[src/hw/rtl/bamc_pkg.sv]
// ----------------------------------------------------------------------------
// bamc_pkg
// Shared types, constants and helpers of the non-Archimedean arithmetic unit.
// ----------------------------------------------------------------------------
package bamc_pkg;

  localparam int NUM_COMPONENTS = 3;
  localparam int COMP_WIDTH     = 32;
  localparam int FRAC_BITS      = 16;
  localparam int EXP_WIDTH      = 8;
  // widened exponent: product sum plus normal-form lowering
  localparam int WEXP_WIDTH     = EXP_WIDTH + 2;
  // floored product, three terms summed
  localparam int PROD_WIDTH     = 2 * COMP_WIDTH - FRAC_BITS;
  localparam int ACC_WIDTH      = PROD_WIDTH + 2;

  typedef logic signed [COMP_WIDTH-1:0] comp_t;
  typedef logic signed [EXP_WIDTH-1:0]  exp_t;
  typedef logic signed [WEXP_WIDTH-1:0] wexp_t;
  typedef logic signed [PROD_WIDTH-1:0] prod_t;
  typedef logic signed [ACC_WIDTH-1:0]  acc_t;

  localparam exp_t EXP_MAX = {1'b0, {(EXP_WIDTH-1){1'b1}}};
  localparam exp_t EXP_MIN = {1'b1, {(EXP_WIDTH-1){1'b0}}};

  typedef enum logic [2:0] {
    REQ_ADD = 3'd0,
    REQ_MUL = 3'd1,
    REQ_NEG = 3'd2,
    REQ_ABS = 3'd3,
    REQ_LT  = 3'd4,
    REQ_EQ  = 3'd5
  } req_e;

  typedef enum logic [1:0] {
    LSEL_SUM,
    LSEL_PROD,
    LSEL_NEG,
    LSEL_ZERO
  } lane_sel_e;

  typedef struct packed {
    logic signed [WEXP_WIDTH-1:0] exp;
    logic                         norm;
    logic                         cmp;
  } ctl_t;

  function automatic comp_t sat_acc(input acc_t v);
    acc_t hi_lim;
    acc_t lo_lim;
    hi_lim = {{(ACC_WIDTH-COMP_WIDTH+1){1'b0}}, {(COMP_WIDTH-1){1'b1}}};
    lo_lim = {{(ACC_WIDTH-COMP_WIDTH+1){1'b1}}, {(COMP_WIDTH-1){1'b0}}};
    if (v > hi_lim) return hi_lim[COMP_WIDTH-1:0];
    if (v < lo_lim) return lo_lim[COMP_WIDTH-1:0];
    return v[COMP_WIDTH-1:0];
  endfunction

endpackage

[src/hw/rtl/bamc_merge.sv]
// ----------------------------------------------------------------------------
// bamc_merge
// Combines lane results: normal form, exponent saturation, output register.
// ----------------------------------------------------------------------------
module bamc_merge (
  input  logic                 clk_i,
  input  bamc_pkg::ctl_t       ctl_i,
  input  bamc_pkg::comp_t      c_i [bamc_pkg::NUM_COMPONENTS],
  output bamc_pkg::exp_t       exp_o,
  output bamc_pkg::comp_t      c_o [bamc_pkg::NUM_COMPONENTS],
  output logic                 cmp_o,
  output logic                 ovf_o
);
  import bamc_pkg::*;

  comp_t c_d [NUM_COMPONENTS];
  comp_t c_q [NUM_COMPONENTS];
  exp_t  exp_d, exp_q;
  logic  ovf_d, ovf_q, cmp_q;

  always_comb begin
    wexp_t e;
    logic  found;
    logic  [1:0] idx;
    e     = ctl_i.exp;
    found = 1'b0;
    idx   = '0;
    for (int i = 0; i < NUM_COMPONENTS; i++) begin
      c_d[i] = c_i[i];
    end
    if (ctl_i.norm && c_i[0] == '0) begin
      for (int i = 1; i < NUM_COMPONENTS; i++) begin
        if (!found && c_i[i] != '0) begin
          found = 1'b1;
          idx   = 2'(i);
        end
      end
      if (!found) begin
        e = '0;
      end else begin
        for (int i = 0; i < NUM_COMPONENTS; i++) begin
          c_d[i] = '0;
          for (int j = i + 1; j < NUM_COMPONENTS; j++) begin
            if (idx == 2'(j - i)) c_d[i] = c_i[j];
          end
        end
        e = e - WEXP_WIDTH'(idx);
      end
    end
    ovf_d = 1'b0;
    exp_d = e[EXP_WIDTH-1:0];
    if (e > WEXP_WIDTH'(EXP_MAX)) begin
      exp_d = EXP_MAX;
      ovf_d = 1'b1;
    end else if (e < WEXP_WIDTH'(EXP_MIN)) begin
      exp_d = EXP_MIN;
      ovf_d = 1'b1;
    end
  end

  always_ff @(posedge clk_i) begin
    c_q   <= c_d;
    exp_q <= exp_d;
    ovf_q <= ovf_d;
    cmp_q <= ctl_i.cmp;
  end

  assign c_o   = c_q;
  assign exp_o = exp_q;
  assign cmp_o = cmp_q;
  assign ovf_o = ovf_q;

endmodule

[config.mk]
export PLATFORM = sky130hd
export DESIGN_NAME = bamc_merge
export DESIGN_NICKNAME = d
export VERILOG_FILES = /design/src/hw/rtl/bamc_pkg.sv /design/src/hw/rtl/bamc_merge.sv
export SDC_FILE = /design/constraint.sdc
export NUM_CORES = 1
export LEC_CHECK = 0
export BUFFER_PORTS_ARGS = -buffer_cell sky130_fd_sc_hd__buf_2
export CAP_MARGIN = 10
export CORE_MARGIN = 2
export CORE_UTILIZATION = 47
export DETAILED_ROUTE_END_ITERATION = 8
export MAX_ROUTING_LAYER = met4
export PLACE_DENSITY_LB_ADDON = 0.08
export SLEW_MARGIN = 5
export SYNTH_ARGS = -nofsm -noshare
export SYNTH_HDL_FRONTEND = slang
export SYNTH_SLANG_ARGS = --single-unit
[constraint.sdc]
create_clock -name clk_i -period 5.1 [get_ports clk_i]
set_clock_uncertainty 0.1 [all_clocks]
set_input_delay 0.255 -clock clk_i [delete_from_list [all_inputs] [get_ports clk_i]]
set_output_delay 0.255 -clock clk_i [all_outputs]
set_load 0.02 [all_outputs]
==> summary.txt, run 1 <==
STA
  – Least-Margin Pin Slew: 785 ps
  – Final setup TNS: 0 ps
  – Min Tclk post-route: roughly 3300 ps
  – Relative slew margins: between 40% and 50%
  – Min Hold Slack: about 16 ps
  – Fmax: between 0.2 and 0.3 GHz
  – Max Slew Vio Count: 0
  – Final hold vios: 0
  – Unrepaired setup endpoints after global routing: no
  – Final setup viols: 0
  – Final WS setup: 1770 ps
  – Fin crit share: around 65%

Drt
  – Initial detailed-routing violation count: 152
  – Routed wire per std cell: ~17 um
  – Via count: approximately 3600
  – Initial DRT Pass Iterations: 5
  – Antenna viol nets, final: 0
  – DRC Markers: 0
  – Via/cell ratio: between 5 and 6
  – Drt total wl: 11200 um

Logic synthesis
  – Register bit count reported by yosys: approximately 110
  – Sequential cell area fraction in the yosys report: a little under three fifths
  – Synth Area in Compound Gates: about 22%
  – Mux contribution to synthesized area: 0%
  – Mapped Nets: about 440
  – Main combinational cell family by area after synthesis: compound AO/OA/AOI/OAI gates
  – Ys Warns: 0
  – Simple-gate share of the synthesized area: 17.0%
  – Syn avg cell area: 11.5 sq um
  – Synth Cell Area: 3740 sq um
  – EDFF count, synth: 0
  – XOR/XNOR Fraction of Synth Area: 0%
  – Syn Inst Count: approximately 330
  – Top_reg_cell synth: dfxtp_1
  – Adder-Cell Fraction of Synth Area: roughly 1.2%
  – Distinct cells, synth: 42
  – Asr flop ratio synth: 0%

Critical path
  – Critical Path AT: about 3500 ps
  – CP dominant cell by count: o21ai_1
  – Critical path capture point type: register
  – CP Class: primary input to register
  – Critical Path Fanout Max: 8
  – Crit path max-delay cell type: or4b_4
  – CP peak stage delay: about 520 ps
  – Critical path, cell by cell: buf_2 > nor4_1 > nand4_1 > nor2_1 > o21ai_1 > inv_1 > fa_1 > or4b_4 > nor3_4 > nor3_1 > a21o_1 > a22o_1 > a211oi_4 > o21ai_1
  – WP data required: ~5200 ps
  – Crit-path leading delay family: simple AND/OR/NAND/NOR gates
  – CP startpoint kind: primary input
  – Worst path bufs/invs: 2

Place
  – Placed Area: between 4000 and 5000 sq um
  – Cell count after placement: 627
  – PortBufs: ~210
  – Setup WS pre-CTS: 1440 ps
  – Final HPWL DP: around 8300 um
  – GPL Wtd Cong: 0.884

Clock network
  – H-tree levels: 3
  – CTS Buffer Depth: 2
  – CTS clk-pin slew, worst paths: ~110 ps
  – Clock buffer count from CTS: 9
  – Post-CTS setup buffer count: 0
  – CTS tree: built
  – Clk root buf: clkbuf_8
  – Clock sink count: 106

Power
  – Pwr Total: about 1.6 mW
  – VDD IR max: approximately 160 uV
  – PwrDens: a little over 300 nW/um^2
  – Lkg Pwr: 2.51 nW

Die
  – Starting density of the core: between 40% and 50%
  – Num ports: around 220
  – Core area: slightly below 8000 sq um
  – Die area: approximately 8700 sq um
  – Die width: between 90 and 100 um
  – Site Rows: 32
  – Die Y: around 93 um

Layout
  – Storage element area: 2120 sq um
  – Final core occ: between 60% and 70%
  – Finished Cell Area: between 5000 and 6000 sq um
  – Nets: 666
  – Commonest non-fill, non-tap cell in the layout: buf_2
  – Share of layout cells above drive strength 1: between 40% and 50%
  – Ant diodes: 0
  – Filler Cells Inserted: about 640
  – Footprint of the multi-input gates: around 1500 sq um
  – Most frequent cells in the layout: buf_2, dfxtp_1, a22o_1, and2_1, a221o_1
  – Syn-to-layout area delta: 40.8%
  – Non-Filler Instances: between 600 and 700

Hold path
  – Tightest Hold Check Type: primary input to register

Global route
  – First-pass GRT wire length: ~17000 um
  – Initial antenna violation count: 0
  – Grt ovf: 0
  – Vias in the first global route: approximately 3400
  – Pin count of the biggest net entering global routing: 44
  – All-Layer GR Usage: approximately a quarter

Flow run
  – MaxCap Viol Count: 0

Status
  – Outcome: finished, final reports clean
==> synthesized netlist by cell type (all sizes together), types with 3 or more instances <==
cell type,number,area (sq um)
a21oi,8,40.0
a221o,32,322
a22o,33,290
a31oi,3,33.8
and2,32,200
buf,10,57.6
clkbuf,7,26.3
dfxtp,106,2120
inv,7,26.3
nand2,3,11.3
nand2b,3,21.3
nand3,3,15.0
nand4,5,37.5
nor2,15,58.8
nor3,7,46.3
nor4,24,190
o21ai,8,40.0
o31ai,3,22.5
==> where the power goes <==
part           internal [mW]  leakage (nW)  switching (mW)
Combinational          0.105          1.52           0.144
Sequential             0.873         0.894         0.00987
Clock                  0.202         0.100           0.302
==> worst paths after layout <==
path / startpoint / endpoint / slack (ps) / cells after the start
setup / recovery: c_i[39] / exp_o[0] / 1770 / 14
hold / removal: c_i[92] / c_o[92] / 20 / 2
==> layout make-up <==
cell class | instances | area share (%)
sequential | 106 | 40.3
timing repair buffer | 235 | 24.2
clock inverter | 6 | 1.14
clock buffer | 10 | 2.61
multi-input combinational | 195 | 28.9
inverter | 7 | 0.499
tap | 102 | 2.42
==> state kept, by name (all words and copies together) (netlist names) <==
signal / flops
cmp_o: 1
exp_o: 8
c_o: 96
ovf_o: 1
==> kinds of logic (layout without fill, tap and decap cells) <==
kind of cell,after synthesis,in the layout
adders and majority gates,3,3
and+or+nand+nor,98,98
buffers and inverters,24,258
DFF,106,106
AOI/OAI and AO/OA,94,94
==> metal layers <==
layer / up-vias / wire length [um] / global-route usage, %
met5: - / 0 / -
met2: 165 / 5620 / 43.2
met1: 1679 / 4700 / 30.8
met3: 15 / 732 / 4.27
met4: 0 / 182 / 9.56
li1: 1705 / - / -
==> what timing repair did <==
action / CTS / global route
hold endpoints to repair: 18 / 0
resized for setup: 0 / 0
endpoints found under the setup margin: 0 / 0
hold buffers: 18 / 0
No activity file was read; power rests on OpenSTA's default activity.
==> run 2: changes to the inputs <==
- CORE_UTILIZATION: 47 -> 43
- clock period: 5.1 -> 3.21 ns (I/O delays scaled with it)
==> run 2 against run 1 <==
Against the previous run:
- the flow now stops in 4_1_cts
- synthesized cell count stayed put
- synthesized area stayed put
==> summary.txt, run 2 <==
Place
  – Cell count after placement: 652 (was 627)
  – Final HPWL DP: 8450 um (was 8310 um)
  – GPL Wtd Cong: 0.878 (was 0.884)
  – Setup WS pre-CTS: 11.0 ps (was 1440 ps)
  – PortBufs: 214 (unchanged)

Logic synthesis
  – Ys Warns: 0 (unchanged)
  – Top post-synthesis cells by area: dfxtp_1, a221o_1, a22o_1, and2_1, nor4_1 (unchanged)
  – Distinct cells, synth: 42 (unchanged)
  – Sequential cell area fraction in the yosys report: 56.7% (unchanged)
  – Count leader, synth: dfxtp_1 (unchanged)
  – Synth Cell Area: 3740 sq um (unchanged)
  – Top_reg_cell synth: dfxtp_1 (unchanged)
  – Syn avg cell area: 11.5 sq um (unchanged)
  – Register bit count reported by yosys: 106 (unchanged)
  – Most frequent cells after synthesis: dfxtp_1, a22o_1, and2_1 (unchanged)
  – Asr flop ratio synth: 0% (unchanged)
  – Syn Inst Count: 325 (unchanged)
  – Area leader, netlist: dfxtp_1 (unchanged)
  – Yosys top cell area share: 56.7% (unchanged)
  – Mapped Nets: 437 (unchanged)
  – EDFF count, synth: 0 (unchanged)

Die
  – Site Rows: 34 (was 32)
  – Starting density of the core: 43.5% (was 48.4%)
  – Num ports: 215 (unchanged)
  – Die Y: 97.3 um (was 93.2 um)
  – Die width: 97.3 um (was 93.2 um)

Clock network
  – CTS Buffer Depth: 2 (unchanged)
  – Clock sink count: 106 (unchanged)
  – # resized after CTS: 0 (unchanged)
  – Clk root buf: clkbuf_8 (unchanged)
  – Post-CTS setup buffer count: 0 (unchanged)
  – H-tree levels: 3 (unchanged)
  – Hold Buf Count CTS: 134 (was 18)
  – Clock buffer count from CTS: 9 (unchanged)

Status
  – Stop stage: 4_1_cts
  – Error message: [ERROR RSZ-0060] Max buffer count reached.
  – Outcome: did not finish (was finished, final reports clean)
==> run 2: cell counts after synthesis <==
No cell type changed its count.
==> run 2: through the flow <==
stage / cell area (sq um) / TNS (ps)
after detailed placement: 5040 / 0
after floorplan: 3740 / 0
after global placement: 5040 / -28.2
==> run 2: cells by family after synthesis <==
kind of cell	after synthesis	synth area share, %
compound gates	94	22.2
buf+inv	24	2.94
fa+ha+maj	3	1.20
simple gates	98	17.0
flops	106	56.7
==> run 3: changes to the inputs <==
- CORE_UTILIZATION: 43 -> 35
- MAX_ROUTING_LAYER: met4 -> not set
- PLACE_DENSITY_LB_ADDON: 0.08 -> 0.15
==> run 3 against run 2 <==
Against the previous run:
- the run now ends clean
==> summary.txt, run 3 (synthesized netlist as in run 1, its figures left out) <==
Global route
  – Initial antenna violation count: 2
  – All-Layer GR Usage: between 20% and 30%
  – Vias in the first global route: 4119
  – Pin count of the biggest net entering global routing: 65
  – First-pass GRT wire length: approximately 22000 um
  – Grt ovf: 0

STA
  – Relative slew margins: between 60 and 70%
  – Fin crit share: a little over nine tenths
  – Fmax: roughly 0.32 GHz
  – Final setup TNS: 0 ps
  – Final hold vios: 0
  – Min Tclk post-route: between 3000 and 4000 ps
  – Final setup viols: 0
  – Max Slew Vio Count: 0
  – Least-Margin Pin Slew: about 450 ps

Critical path
  – WP data required: 3360 ps
  – CP Class: primary input to register
  – Critical path capture point type: register
  – Critical Path AT: between 3000 and 4000 ps
  – Critical Path Fanout Max: 7
  – CP startpoint kind: primary input

Place
  – GPL Wtd Cong: 0.875 (was 0.878)
  – Cell count after placement: 683 (was 652)
  – PortBufs: 214 (unchanged)
  – Final HPWL DP: 9210 um (was 8450 um)

Clock network
  – Clk root buf: clkbuf_8 (unchanged)
  – CTS clk-pin slew, worst paths: approximately 100 ps
  – CTS Buffer Depth: 2 (unchanged)
  – Clock buffer count from CTS: 9 (unchanged)
  – Clock sink count: 106 (unchanged)
  – H-tree levels: 3 (unchanged)
  – CTS tree: built

Die
  – Die width: 107 um (was 97.3 um)
  – Die area: about 12000 sq um
  – Num ports: 215 (unchanged)
  – Core area: approximately 10000 sq um
  – Die Y: 107 um (was 97.3 um)
  – Site Rows: 37 (was 34)
  – Starting density of the core: 36.1% (was 43.5%)

Layout
  – Ant diodes: 0
  – Max FFs per register: 96
  – Commonest non-fill, non-tap cell in the layout: buf_2
  – Nets: between 800 and 900
  – Non-Filler Instances: 844
  – Most frequent cells in the layout: buf_2, dlygate4sd3_1, dfxtp_1
  – Syn-to-layout area delta: 82.3%
  – Share of layout cells above drive strength 1: about two fifths

Hold path
  – Hold Path Depth: 3
  – Tightest Hold Check Type: primary input to register

Drt
  – Via/cell ratio: 5.03
  – Drt total wl: ~14000 um
  – Initial DRT Pass Iterations: 5
  – DRC Markers: 0
  – Initial detailed-routing violation count: between 200 and 250
  – Routed wire per std cell: approximately 17 um
  – Antenna viol nets, final: 0
  – Via count: approximately 4200

Status
  – Outcome: finished, final reports clean (was did not finish)

Flow run
  – MaxCap Viol Count: 0

Power
  – Lkg Pwr: 3.17 nW
  – Pwr Total: 2.78 mW
  – PwrDens: just over 400 nW/um^2
  – VDD IR max: between 200 and 250 uV
==> run 3: cell type report <==
type,instances,area [sq um]
Clock inverter,6,66.3
Multi-Input combinational cell,195,1580
Timing Repair Buffer,384,2730
Clock buffer,10,128
Fill cell,824,3550
Sequential cell,106,2120
Inverter,7,26.3
Tap cell,136,170
==> run 3: stage by stage <==
stage | cell area [sq um] | hold slack, ps | worst slack [ps] | util, %
2_1_floorplan | 3740 | 88.2 | 333 | -
6_report | 6820 | 16.6 | 68.9 | 65.8
4_1_cts | 6710 | 0.0876 | 3.98 | 64.7
5_1_grt | 6820 | 6.32 | -60.2 | 65.8
3_5_place_dp | 5110 | 165 | -227 | 49.3
3_3_place_gp | 5110 | 163 | -179 | 49.3
==> run 3: repair_timing <==
action                                  in CTS  in global routing
endpoints found under the setup margin       0                 15
resized for setup                            0                 16
hold buffers                               140                  1
endpoints found under the hold margin       98                  1
buffers inserted                             0                  5
==> run 3: path summary, 6_finish.rpt <==
check	start	to	slack (ps)
max	c_i[20]	exp_o[1]	70
min	ctl_i[8]	exp_o[6]	20
==> run 3: routing by layer <==
metal / vias up / GRT usage [%] / wire length [um]
li1: 2001 / - / -
met1: 2023 / 28.8 / 5900
met2: 186 / 42.1 / 7220
met3: 34 / 5.87 / 875
met4: 2 / 9.62 / 374
met5: - / 0 / 7
==> run 3: where the power goes <==
group / switching, mW / internal [mW] / total (mW)
Combinational: 0.263 / 0.278 / 0.540
Clock: 0.472 / 0.363 / 0.835
Sequential: 0.0190 / 1.39 / 1.41
Total: 0.754 / 2.03 / 2.78
==> run 3: critical path: stages <==
cell	delay (ps)
dlygate4sd3_1	550
buf_2	150
nor4_2	210
buf_4	180
nand4_2	140
o21ai_1	250
buf_4	160
ha_1	210
nand2b_1	120
nand3_1	220
nor3_2	210
buf_4	160
a31oi_4	130
a211oi_4	220
buf_6	150
o21ai_1	50
==> run 4: changes to the inputs <==
- CORE_UTILIZATION: 35 -> 43
- REMOVE_ABC_BUFFERS: not set -> 1
==> run 4 against run 3 <==
Against the previous run:
- the flow now stops in 4_1_cts
- synthesized area did not move
- synthesized cell count did not move
==> summary.txt, run 4 <==
Clock network
  – Clock buffer count from CTS: 9 (unchanged)
  – Clock sink count: 106 (unchanged)
  – Hold Buf Count CTS: 133 (was 140)
  – Post-CTS setup buffer count: 0 (unchanged)
  – CTS Buffer Depth: 2 (unchanged)
  – H-tree levels: 3 (unchanged)
  – Clk root buf: clkbuf_8 (unchanged)
  – # resized after CTS: 0 (unchanged)

Die
  – Die width: 97.3 um (was 107 um)
  – Die Y: 97.3 um (was 107 um)
  – Num ports: 215 (unchanged)
  – Starting density of the core: 43.5% (was 36.1%)
  – Site Rows: 34 (was 37)

Place
  – Final HPWL DP: 8260 um (was 9210 um)
  – GPL Wtd Cong: 0.907 (was 0.875)
  – PortBufs: 214 (unchanged)

Logic synthesis
  – Syn Inst Count: 325 (unchanged)
  – Top post-synthesis cells by area: dfxtp_1, a221o_1, a22o_1, and2_1, nor4_1 (unchanged)
  – Count leader, synth: dfxtp_1 (unchanged)
  – Area leader, netlist: dfxtp_1 (unchanged)
  – Ys Warns: 0 (unchanged)
  – Sequential cell area fraction in the yosys report: 56.7% (unchanged)
  – Syn avg cell area: 11.5 sq um (unchanged)
  – Most frequent cells after synthesis: dfxtp_1, a22o_1, and2_1 (unchanged)
  – EDFF count, synth: 0 (unchanged)
  – Synth Cell Area: 3740 sq um (unchanged)
  – Top_reg_cell synth: dfxtp_1 (unchanged)
  – Yosys top cell area share: 56.7% (unchanged)
  – Distinct cells, synth: 42 (unchanged)
  – Register bit count reported by yosys: 106 (unchanged)
  – Asr flop ratio synth: 0% (unchanged)

Status
  – Outcome: did not finish (was finished, final reports clean)
  – Stop stage: 4_1_cts
  – Error message: [ERROR RSZ-0060] Max buffer count reached.
run 4: cell counts after synthesis:
No cell type changed its count.
run 4: cell families after synthesis:
logic type	Yosys count	share of synthesized area [%]
AND/OR/NAND/NOR	98	17.0
buffers and inverters	24	2.94
flip-flops	106	56.7
AO/OA/AOI/OAI	94	22.2
adder cells (fa/ha/maj)	3	1.20
run 4: metrics by stage:
| step | utilization [%] | std cells | hold WS, ps | cell area, sq um | worst slack (ps) |
|---|---|---|---|---|---|
| floorplan | - | 308 | 88.2 | 3660 | -297 |
| global placement | 58.1 | 644 | 163 | 4990 | -59.2 |
| detailed placement | 58.1 | 644 | 165 | 4990 | -180 |
